File: src/rtl/pp2hp_pkg.sv
`timescale 1ns / 1ps
`default_nettype none
// ----------------------------------------------------------------------------
// PROXY v2 header parser package
// Item types, status codes and constants shared by the parser files.
// ----------------------------------------------------------------------------
package pp2hp_pkg;

    typedef struct packed {
        logic [7:0] data_byte;
        logic       end_of_stream;
    } in_item_t;

    typedef struct packed {
        logic [2:0]  status;
        logic [1:0]  addr_family;
        logic [63:0] src_addr_high;
        logic [63:0] src_addr_low;
        logic [15:0] src_port;
    } out_item_t;

    localparam logic [2:0] ST_OK          = 3'd0;
    localparam logic [2:0] ST_BAD_SIG     = 3'd1;
    localparam logic [2:0] ST_EOF_FIXED   = 3'd2;
    localparam logic [2:0] ST_BAD_CMD     = 3'd3;
    localparam logic [2:0] ST_EOF_HEADER  = 3'd4;
    localparam logic [2:0] ST_SHORT_V4    = 3'd5;
    localparam logic [2:0] ST_SHORT_V6    = 3'd6;
    localparam logic [2:0] ST_BAD_FAMILY  = 3'd7;

    localparam logic [1:0] AF_NONE = 2'd0;
    localparam logic [1:0] AF_TCP4 = 2'd1;
    localparam logic [1:0] AF_TCP6 = 2'd2;

    localparam logic [7:0] FAM_UNSPEC = 8'h00;
    localparam logic [7:0] FAM_TCP4   = 8'h11;
    localparam logic [7:0] FAM_TCP6   = 8'h21;
    localparam logic [7:0] CMD_LOCAL  = 8'h20;
    localparam logic [7:0] CMD_PROXY  = 8'h21;

    localparam int POS_W = 17;
    localparam logic [POS_W-1:0] FIXED_LEN  = 17'd16;
    localparam logic [POS_W-1:0] POS_CMD    = 17'd12;
    localparam logic [POS_W-1:0] POS_FAM    = 17'd13;
    localparam logic [POS_W-1:0] POS_LEN_HI = 17'd14;
    localparam logic [POS_W-1:0] POS_LEN_LO = 17'd15;
    localparam logic [15:0] IPV4_ADDR_LEN = 16'd12;
    localparam logic [15:0] IPV6_ADDR_LEN = 16'd36;

    function automatic logic [7:0] sig_byte(input logic [3:0] idx);
        logic [7:0] b;
        unique case (idx)
            4'd0:    b = 8'h0D;
            4'd1:    b = 8'h0A;
            4'd2:    b = 8'h0D;
            4'd3:    b = 8'h0A;
            4'd4:    b = 8'h00;
            4'd5:    b = 8'h0D;
            4'd6:    b = 8'h0A;
            4'd7:    b = 8'h51;
            4'd8:    b = 8'h55;
            4'd9:    b = 8'h49;
            4'd10:   b = 8'h54;
            4'd11:   b = 8'h0A;
            default: b = 8'h00;
        endcase
        return b;
    endfunction

endpackage
`default_nettype wire

File: src/rtl/pp2hp_stream_if.sv
`timescale 1ns / 1ps
`default_nettype none
// ----------------------------------------------------------------------------
// PROXY v2 header parser stream channel
// Valid/ready channel carrying one payload item per transfer.
// ----------------------------------------------------------------------------
interface pp2hp_stream_if #(
    parameter type payload_t = logic
);
    logic     valid;
    logic     ready;
    payload_t payload;

    modport source (
        output valid,
        output payload,
        input  ready
    );

    modport sink (
        input  valid,
        input  payload,
        output ready
    );
endinterface
`default_nettype wire

File: src/rtl/pp2hp_parser.sv
`timescale 1ns / 1ps
`default_nettype none
// ----------------------------------------------------------------------------
// PROXY v2 header parser state
// Holds the per-connection parse state and works out the result of one byte.
// ----------------------------------------------------------------------------
module pp2hp_parser (
    input  wire logic                  clk,
    input  wire logic                  rst_n,
    input  wire logic                  step,
    input  wire pp2hp_pkg::in_item_t   item,
    output logic                       emit,
    output pp2hp_pkg::out_item_t       result
);
    import pp2hp_pkg::*;

    logic [POS_W-1:0] pos_reg,     pos_next;
    logic [15:0]      hlen_reg,    hlen_next;
    logic             sig_good_reg, sig_good_next;
    logic [7:0]       cmd_reg,     cmd_next;
    logic [7:0]       fam_reg,     fam_next;
    logic [63:0]      addr_hi_reg, addr_hi_next;
    logic [63:0]      addr_lo_reg, addr_lo_next;
    logic [15:0]      port_reg,    port_next;
    logic             done_reg,    done_next;

    logic [POS_W-1:0] off;
    logic [POS_W-1:0] off_plus1;
    logic [7:0]       b;
    out_item_t        fin_res;
    out_item_t        err_res;
    logic [2:0]       err_status;
    logic             take_fin;
    logic             take_err;

    assign b         = item.data_byte;
    assign off       = pos_reg - FIXED_LEN;
    assign off_plus1 = off + 17'd1;

    always_comb
    begin
        pos_next      = pos_reg;
        hlen_next     = hlen_reg;
        sig_good_next = sig_good_reg;
        cmd_next      = cmd_reg;
        fam_next      = fam_reg;
        addr_hi_next  = addr_hi_reg;
        addr_lo_next  = addr_lo_reg;
        port_next     = port_reg;
        done_next     = done_reg;
        take_fin      = 1'b0;
        take_err      = 1'b0;
        err_status    = ST_OK;
        if (step)
        begin
            if (item.end_of_stream)
            begin
                if (!done_reg)
                begin
                    take_err   = 1'b1;
                    err_status = (pos_reg < FIXED_LEN) ? ST_EOF_FIXED : ST_EOF_HEADER;
                end
                pos_next      = '0;
                hlen_next     = '0;
                sig_good_next = 1'b1;
                cmd_next      = '0;
                fam_next      = '0;
                addr_hi_next  = '0;
                addr_lo_next  = '0;
                port_next     = '0;
                done_next     = 1'b0;
            end
            else if (!done_reg)
            begin
                pos_next = pos_reg + 17'd1;
                priority if (pos_reg < POS_CMD)
                begin
                    if (b != sig_byte(pos_reg[3:0]))
                    begin
                        sig_good_next = 1'b0;
                    end
                end
                else if (pos_reg == POS_CMD)
                begin
                    cmd_next = b;
                end
                else if (pos_reg == POS_FAM)
                begin
                    fam_next = b;
                end
                else if (pos_reg == POS_LEN_HI)
                begin
                    hlen_next = {b, 8'h00};
                end
                else if (pos_reg == POS_LEN_LO)
                begin
                    hlen_next = {hlen_reg[15:8], b};
                    priority if (!sig_good_reg)
                    begin
                        take_err   = 1'b1;
                        err_status = ST_BAD_SIG;
                    end
                    else if (cmd_reg != CMD_LOCAL && cmd_reg != CMD_PROXY)
                    begin
                        take_err   = 1'b1;
                        err_status = ST_BAD_CMD;
                    end
                    else if (hlen_next == 16'd0)
                    begin
                        take_fin = 1'b1;
                    end
                    else
                    begin
                        take_fin = 1'b0;
                    end
                end
                else
                begin
                    if (fam_reg == FAM_TCP4)
                    begin
                        if (off < 17'd4)
                        begin
                            addr_lo_next = {32'h0, addr_lo_reg[23:0], b};
                        end
                        else if (off == 17'd8 || off == 17'd9)
                        begin
                            port_next = {port_reg[7:0], b};
                        end
                    end
                    else if (fam_reg == FAM_TCP6)
                    begin
                        if (off < 17'd8)
                        begin
                            addr_hi_next = {addr_hi_reg[55:0], b};
                        end
                        else if (off < 17'd16)
                        begin
                            addr_lo_next = {addr_lo_reg[55:0], b};
                        end
                        else if (off == 17'd32 || off == 17'd33)
                        begin
                            port_next = {port_reg[7:0], b};
                        end
                    end
                    if (off_plus1 >= {1'b0, hlen_reg})
                    begin
                        take_fin = 1'b1;
                    end
                end
                if (take_fin || take_err)
                begin
                    done_next = 1'b1;
                end
            end
        end
    end

    always_comb
    begin
        fin_res = '0;
        priority if (fam_reg == FAM_UNSPEC)
        begin
            fin_res.status = ST_OK;
        end
        else if (fam_reg == FAM_TCP4)
        begin
            if (hlen_next < IPV4_ADDR_LEN)
            begin
                fin_res.status = ST_SHORT_V4;
            end
            else
            begin
                fin_res.status       = ST_OK;
                fin_res.addr_family  = AF_TCP4;
                fin_res.src_addr_low = {32'h0, addr_lo_next[31:0]};
                fin_res.src_port     = port_next;
            end
        end
        else if (fam_reg == FAM_TCP6)
        begin
            if (hlen_next < IPV6_ADDR_LEN)
            begin
                fin_res.status = ST_SHORT_V6;
            end
            else
            begin
                fin_res.status        = ST_OK;
                fin_res.addr_family   = AF_TCP6;
                fin_res.src_addr_high = addr_hi_next;
                fin_res.src_addr_low  = addr_lo_next;
                fin_res.src_port      = port_next;
            end
        end
        else
        begin
            fin_res.status = ST_BAD_FAMILY;
        end
    end

    always_comb
    begin
        err_res        = '0;
        err_res.status = err_status;
    end

    assign emit   = take_fin || take_err;
    assign result = take_err ? err_res : fin_res;

    always_ff @(posedge clk or negedge rst_n)
    begin
        if (!rst_n)
        begin
            pos_reg      <= '0;
            hlen_reg     <= '0;
            sig_good_reg <= 1'b1;
            cmd_reg      <= '0;
            fam_reg      <= '0;
            addr_hi_reg  <= '0;
            addr_lo_reg  <= '0;
            port_reg     <= '0;
            done_reg     <= 1'b0;
        end
        else
        begin
            pos_reg      <= pos_next;
            hlen_reg     <= hlen_next;
            sig_good_reg <= sig_good_next;
            cmd_reg      <= cmd_next;
            fam_reg      <= fam_next;
            addr_hi_reg  <= addr_hi_next;
            addr_lo_reg  <= addr_lo_next;
            port_reg     <= port_next;
            done_reg     <= done_next;
        end
    end

    a_eos_clears: assert property (@(posedge clk) disable iff (!rst_n)
        step && item.end_of_stream |=> pos_reg == '0 && !done_reg && sig_good_reg)
        else $error("End of stream did not return the parser to its start state.");

    a_result_marks_done: assert property (@(posedge clk) disable iff (!rst_n)
        step && !item.end_of_stream && emit |=> done_reg)
        else $error("A header result did not mark the connection finished.");

    a_one_result: assert property (@(posedge clk) disable iff (!rst_n)
        done_reg && !(step && item.end_of_stream) |-> !emit)
        else $error("A second result was produced for one connection.");

    a_error_zero_fields: assert property (@(posedge clk) disable iff (!rst_n)
        emit && result.status != ST_OK |->
            result.addr_family == AF_NONE && result.src_port == 16'd0 &&
            result.src_addr_high == 64'd0 && result.src_addr_low == 64'd0)
        else $error("An error result carries address fields.");

endmodule
`default_nettype wire

File: src/rtl/proxy_v2_header_parser.sv
`timescale 1ns / 1ps
`default_nettype none
// ----------------------------------------------------------------------------
// PROXY v2 header parser
// Parses a PROXY protocol v2 header from a byte stream and reports the
// source address and port, or an error status, once per connection.
//
//   Channel   Role    Payload
//   bytes     sink    data_byte[7:0], end_of_stream
//   results   source  status[2:0], addr_family[1:0], src_addr_high[63:0],
//                     src_addr_low[63:0], src_port[15:0]
//
// One byte transfer is taken in every cycle unless a held result stalls;
// its result, if any, is valid in the output register on the next cycle.
// The byte position compare and capture are combinational, between the parse
// state and the output register.
// Reset returns the parser to the start of a connection with no result held.
// A stalled result holds the output register and stops byte transfers only
// while it is not taken.
// ----------------------------------------------------------------------------
module proxy_v2_header_parser (
    input  wire logic       clk,
    input  wire logic       rst_n,
    pp2hp_stream_if.sink    bytes,
    pp2hp_stream_if.source  results
);
    import pp2hp_pkg::*;

    logic      accept;
    logic      emit;
    out_item_t result;
    logic      out_valid_reg;
    out_item_t out_data_reg;

    assign bytes.ready = !out_valid_reg || results.ready;
    assign accept      = bytes.valid && bytes.ready;

    pp2hp_parser u_parser (
        .clk    (clk),
        .rst_n  (rst_n),
        .step   (accept),
        .item   (bytes.payload),
        .emit   (emit),
        .result (result)
    );

    always_ff @(posedge clk or negedge rst_n)
    begin
        if (!rst_n)
        begin
            out_valid_reg <= 1'b0;
        end
        else if (accept)
        begin
            out_valid_reg <= emit;
        end
        else if (results.ready)
        begin
            out_valid_reg <= 1'b0;
        end
    end

    always_ff @(posedge clk)
    begin
        if (accept && emit)
        begin
            out_data_reg <= result;
        end
    end

    assign results.valid   = out_valid_reg;
    assign results.payload = out_data_reg;

    a_no_overwrite: assert property (@(posedge clk) disable iff (!rst_n)
        out_valid_reg && !results.ready |-> !accept)
        else $error("A byte transfer was taken over a result that is still held.");

    a_result_follows_emit: assert property (@(posedge clk) disable iff (!rst_n)
        accept && emit |=> out_valid_reg)
        else $error("A parser result did not reach the output register.");

    a_no_spurious: assert property (@(posedge clk) disable iff (!rst_n)
        accept && !emit |=> !out_valid_reg)
        else $error("The output register shows a result that was not produced.");

endmodule
`default_nettype wire
File: src/flat_wrapper.sv
// flat-port wrapper written by rule: the top's interface ports become plain ports
module proxy_v2_header_parser_flat import pp2hp_pkg::*;
  (clk, rst_n, bytes_valid, bytes_payload, bytes_ready, results_valid, results_payload, results_ready);
  pp2hp_stream_if bytes_i ();
  pp2hp_stream_if results_i ();
  input  wire logic clk;
  input  wire logic rst_n;
  input wire logic [$bits(bytes_i.valid)-1:0] bytes_valid;
  input wire logic [$bits(bytes_i.payload)-1:0] bytes_payload;
  output wire logic [$bits(bytes_i.ready)-1:0] bytes_ready;
  output wire logic [$bits(results_i.valid)-1:0] results_valid;
  output wire logic [$bits(results_i.payload)-1:0] results_payload;
  input wire logic [$bits(results_i.ready)-1:0] results_ready;
  assign bytes_i.valid = bytes_valid;
  assign bytes_i.payload = bytes_payload;
  assign bytes_ready = bytes_i.ready;
  assign results_valid = results_i.valid;
  assign results_payload = results_i.payload;
  assign results_i.ready = results_ready;
  proxy_v2_header_parser u_core (.clk(clk), .rst_n(rst_n), .bytes(bytes_i), .results(results_i));
endmodule
File: config.mk
export PLATFORM = sky130hd
export DESIGN_NAME = proxy_v2_header_parser_flat
export DESIGN_NICKNAME = d
export VERILOG_FILES = /design/src/rtl/pp2hp_pkg.sv /design/src/rtl/pp2hp_stream_if.sv /design/src/rtl/pp2hp_parser.sv /design/src/rtl/proxy_v2_header_parser.sv /design/src/flat_wrapper.sv
export SDC_FILE = /design/constraint.sdc
export NUM_CORES = 1
export LEC_CHECK = 0
export CAP_MARGIN = 5
export CELL_PAD_IN_SITES_DETAIL_PLACEMENT = 1
export CELL_PAD_IN_SITES_GLOBAL_PLACEMENT = 1
export CORE_ASPECT_RATIO = 1.25
export CORE_MARGIN = 2
export CORE_UTILIZATION = 40
export CTS_BUF_LIST = sky130_fd_sc_hd__clkbuf_4
export DETAILED_ROUTE_END_ITERATION = 8
export DONT_BUFFER_PORTS = 1
export GPL_TIMING_DRIVEN = 0
export PLACE_DENSITY_LB_ADDON = 0.1
export SLEW_MARGIN = 20
export SYNTH_ARGS = -nofsm -noshare
export SYNTH_HDL_FRONTEND = slang
export SYNTH_SLANG_ARGS = --single-unit
export TNS_END_PERCENT = 5
File: constraint.sdc
create_clock -name clk -period 1.7 [get_ports clk]
set_input_delay 0.17 -clock clk [delete_from_list [all_inputs] [get_ports clk]]
set_output_delay 0.17 -clock clk [all_outputs]
set_load 0.01 [all_outputs]
==> results.md <==
- Worst path max stage delay: 500 ps
- Ratio of cells with drive above 1 in the final layout: 0.2913
- Most frequent cells in the layout: 16 x dfrtp_1, 9 x a21oi_1, 8 x or4_1, 8 x nand2_1, 7 x o31ai_1
- Ant diodes: 0
- Metal2 WL: 1671 um
- Later-pin clock latency in the skew report: 300 ps
- Setup tns final: 0 ps
- Placed Cells: 153
- Max FO, Critical Path: 10
- Req. time, crit path: 1930 ps
- Filler Cells Inserted: 304
- Synthesis-stage register bit count: 19
- Max VDD drop: 0.4009 mV
- Measured slew at the worst slew-check pin: 932.4 ps
- Worst slew margin: 0.3764
- TritonCTS clock tree: yes
- Vias: 1018
- Non-filler instance count after layout: 161
- Min cycle time layout: 1663 ps
- Initial core utilization: 0.4253
- DR WL met3: 73 um
- Row cnt: 21
- Tcrit/Tclk final: 0.9785
- Arrival time at the worst endpoint: 1890 ps
- # setup viols final: 0
- Num Clock Sinks: 19
- Fmax: 0.6012 GHz
- ANT nets after route: 0
- Fin. Hold Viols: 0
- Largest register FFs: 17
- CTS HTree Levels: 1
- Clk_skew: 2.667 ps
- Status: complete, no violations
- Gr usage total: 0.2043
- Mapped Cells: 119
- PwrDens: 604.2 mW/mm^2
- Die Area: 0.003325 mm^2
- Core box area: 0.002706 mm^2
- Drt wl/cell: 18.89 um
- RSZ-0062 raised after global routing: yes
- CP cell instances: and2_1 -> nand4_4 -> buf_6 -> or4_1 -> a21oi_1
- Yosys Warn Count: 0
- Nets: 137
- Netlist Area Pre-Place: 0.001151 mm^2
- DRT Pass-1 Iters: 4
- WP buf/inv: 1
- Port Buf Inserts: 0
- Unique masters post-synth: 36
- Post-synthesis area per instance: 9.673 um^2
- Num CTS Buffers: 3
- First-pass GRT wire length: 5175 um
- Worst setup SP type: flop
- Clk slew on worst S/H paths: 120 ps
- Commonest non-fill, non-tap cell in the layout: dfrtp_1
- Syn_nets: 128
- Top layer in use: met4
- Via/cell ratio: 6.323
- Deepest clock path buffer count: 2
- Met1 wire length: 1273 um
- Initial antenna violation count: 0
- Vias in the first global route: 1116
- Die Span Y: 63.98 um
- Largest net degree at the start of global routing: 20
- CP endpoint kind: flop
- RePlAce Congestion: 0.7619
- Max-slew violations: 0
- Leakage: 0.5345 nW
- DR DRC count: 0
- Iteration-0 DRC Markers: 21
- Tot Pwr: 0.8187 mW
- Critical path class: reg2reg
- Hpwl dp: 2022 um
- HP Class: in2reg
- CTS root buf: clkbuf_4
- CP top delay family: simple AND/OR/NAND/NOR gates
- Final wirelength: 3041 um
- Max Cap Viol: 0
- Sequential area share after synthesis: 0.4130
- Area Growth Syn to Fin: 17.72%
- Slowest-stage cell, CP: or4_1
- I/O pin total: 8
- Die width: 51.98 um
- Total grt overflow: 0
synth_stat cells:
library cell / count / share of area
dfrtp_1: 19 / 0.41
a21oi_1: 13 / 0.057
or4_1: 12 / 0.078
o31ai_1: 11 / 0.072
nand2_1: 8 / 0.026
nand3_1: 6 / 0.026
inv_1: 5 / 0.016
ha_1: 4 / 0.043
o21ai_0: 4 / 0.017
and2_1: 3 / 0.016
buf_2: 3 / 0.013
nand4_1: 3 / 0.016
and3_1: 2 / 0.011
nand4_4: 2 / 0.037
nor3_1: 2 / 0.0087
nor4_1: 2 / 0.011
a22o_1: 1 / 0.0076
a31oi_1: 1 / 0.0054
and2b_1: 1 / 0.0065
and4_1: 1 / 0.0076
and4b_2: 1 / 0.0098
buf_4: 1 / 0.0065
buf_6: 1 / 0.0098
clkbuf_1: 1 / 0.0033
conb_1: 1 / 0.0033
mux2_2: 1 / 0.0098
nand2b_1: 1 / 0.0054
nand4b_1: 1 / 0.0076
nor2_1: 1 / 0.0033
nor4b_1: 1 / 0.0076
o21a_1: 1 / 0.0065
o21ba_2: 1 / 0.0087
o21bai_1: 1 / 0.0065
o311ai_0: 1 / 0.0076
o41ai_1: 1 / 0.0076
or2b_2: 1 / 0.0076
per-stage QoR:
stage               worst slack (ps)  hold WS [ps]    util  area (um^2)
CTS                            2.315         9.299  0.4702         1272
global placement              -68.25        -125.0  0.4411         1194
floorplan                      75.13        -125.6       -         1151
finish                         36.58         25.10  0.5007         1355
detailed placement            -90.61        -125.1  0.4411         1194
global route                  -53.84         25.16  0.5007         1355
layer usage:
layer | global-route usage | vias to the layer above
met5 | 0 | -
met4 | 0.06250 | 0
met3 | 0.03271 | 2
met2 | 0.3576 | 12
met1 | 0.2504 | 530
li1 | - | 474
final timing paths:
path,startpoint,to,slack [ps],cells past startpoint
setup / recovery,u_core.u_parser.pos_reg[2],u_core.u_parser.pos_reg[14],40,5
setup reg to reg,u_core.u_parser.pos_reg[2],u_core.u_parser.pos_reg[14],40,5
hold / removal,bytes_payload,u_core.u_parser.pos_reg[3],30,2
max in group asynchronous,rst_n,u_core.u_parser.pos_reg[6],630,1
hold reg to reg,u_core.u_parser.pos_reg[2],u_core.u_parser.pos_reg[2],530,1
min in group asynchronous,rst_n,u_core.u_parser.pos_reg[14],440,1
logic make-up after synthesis:
family                     Yosys count  synth area share
and+or+nand+nor                     48            0.2859
muxes                                1          0.009782
DFF                                 19            0.4130
adders and majority gates            4           0.04348
other                                1          0.003258
AOI/OAI and AO/OA                   35            0.1957
buffers and inverters               11           0.04891
timing repair:
item                                    4_1_cts  5_1_grt
cloned                                        0        1
resized for setup                             6       20
pin swaps                                     1        7
endpoints found under the setup margin        9       13
hold buffers                                  2        0
endpoints found under the hold margin        20        0
buffers inserted                              1        0
cell type report:
class | instances | area [um^2] | area share
plain buffers | 6 | 47.55 | 0.03509
clock buffers | 3 | 22.52 | 0.01662
clock inverters | 1 | 5.005 | 0.003693
inverters | 5 | 18.77 | 0.01385
multi-input cells | 90 | 699.4 | 0.5162
flip-flops and latches | 19 | 479.2 | 0.3536
well taps | 34 | 42.54 | 0.03139
repair buffers | 3 | 40.04 | 0.02955
power breakdown:
| group | leakage, nW | switching, mW | total, mW | internal [mW] |
|---|---|---|---|---|
| logic | 0.260 | 0.0509 | 0.0885 | 0.0376 |
| clock network | 0.0177 | 0.149 | 0.236 | 0.0875 |
| registers | 0.257 | 0.0253 | 0.494 | 0.469 |
No activity file was read; power rests on OpenSTA's default activity.
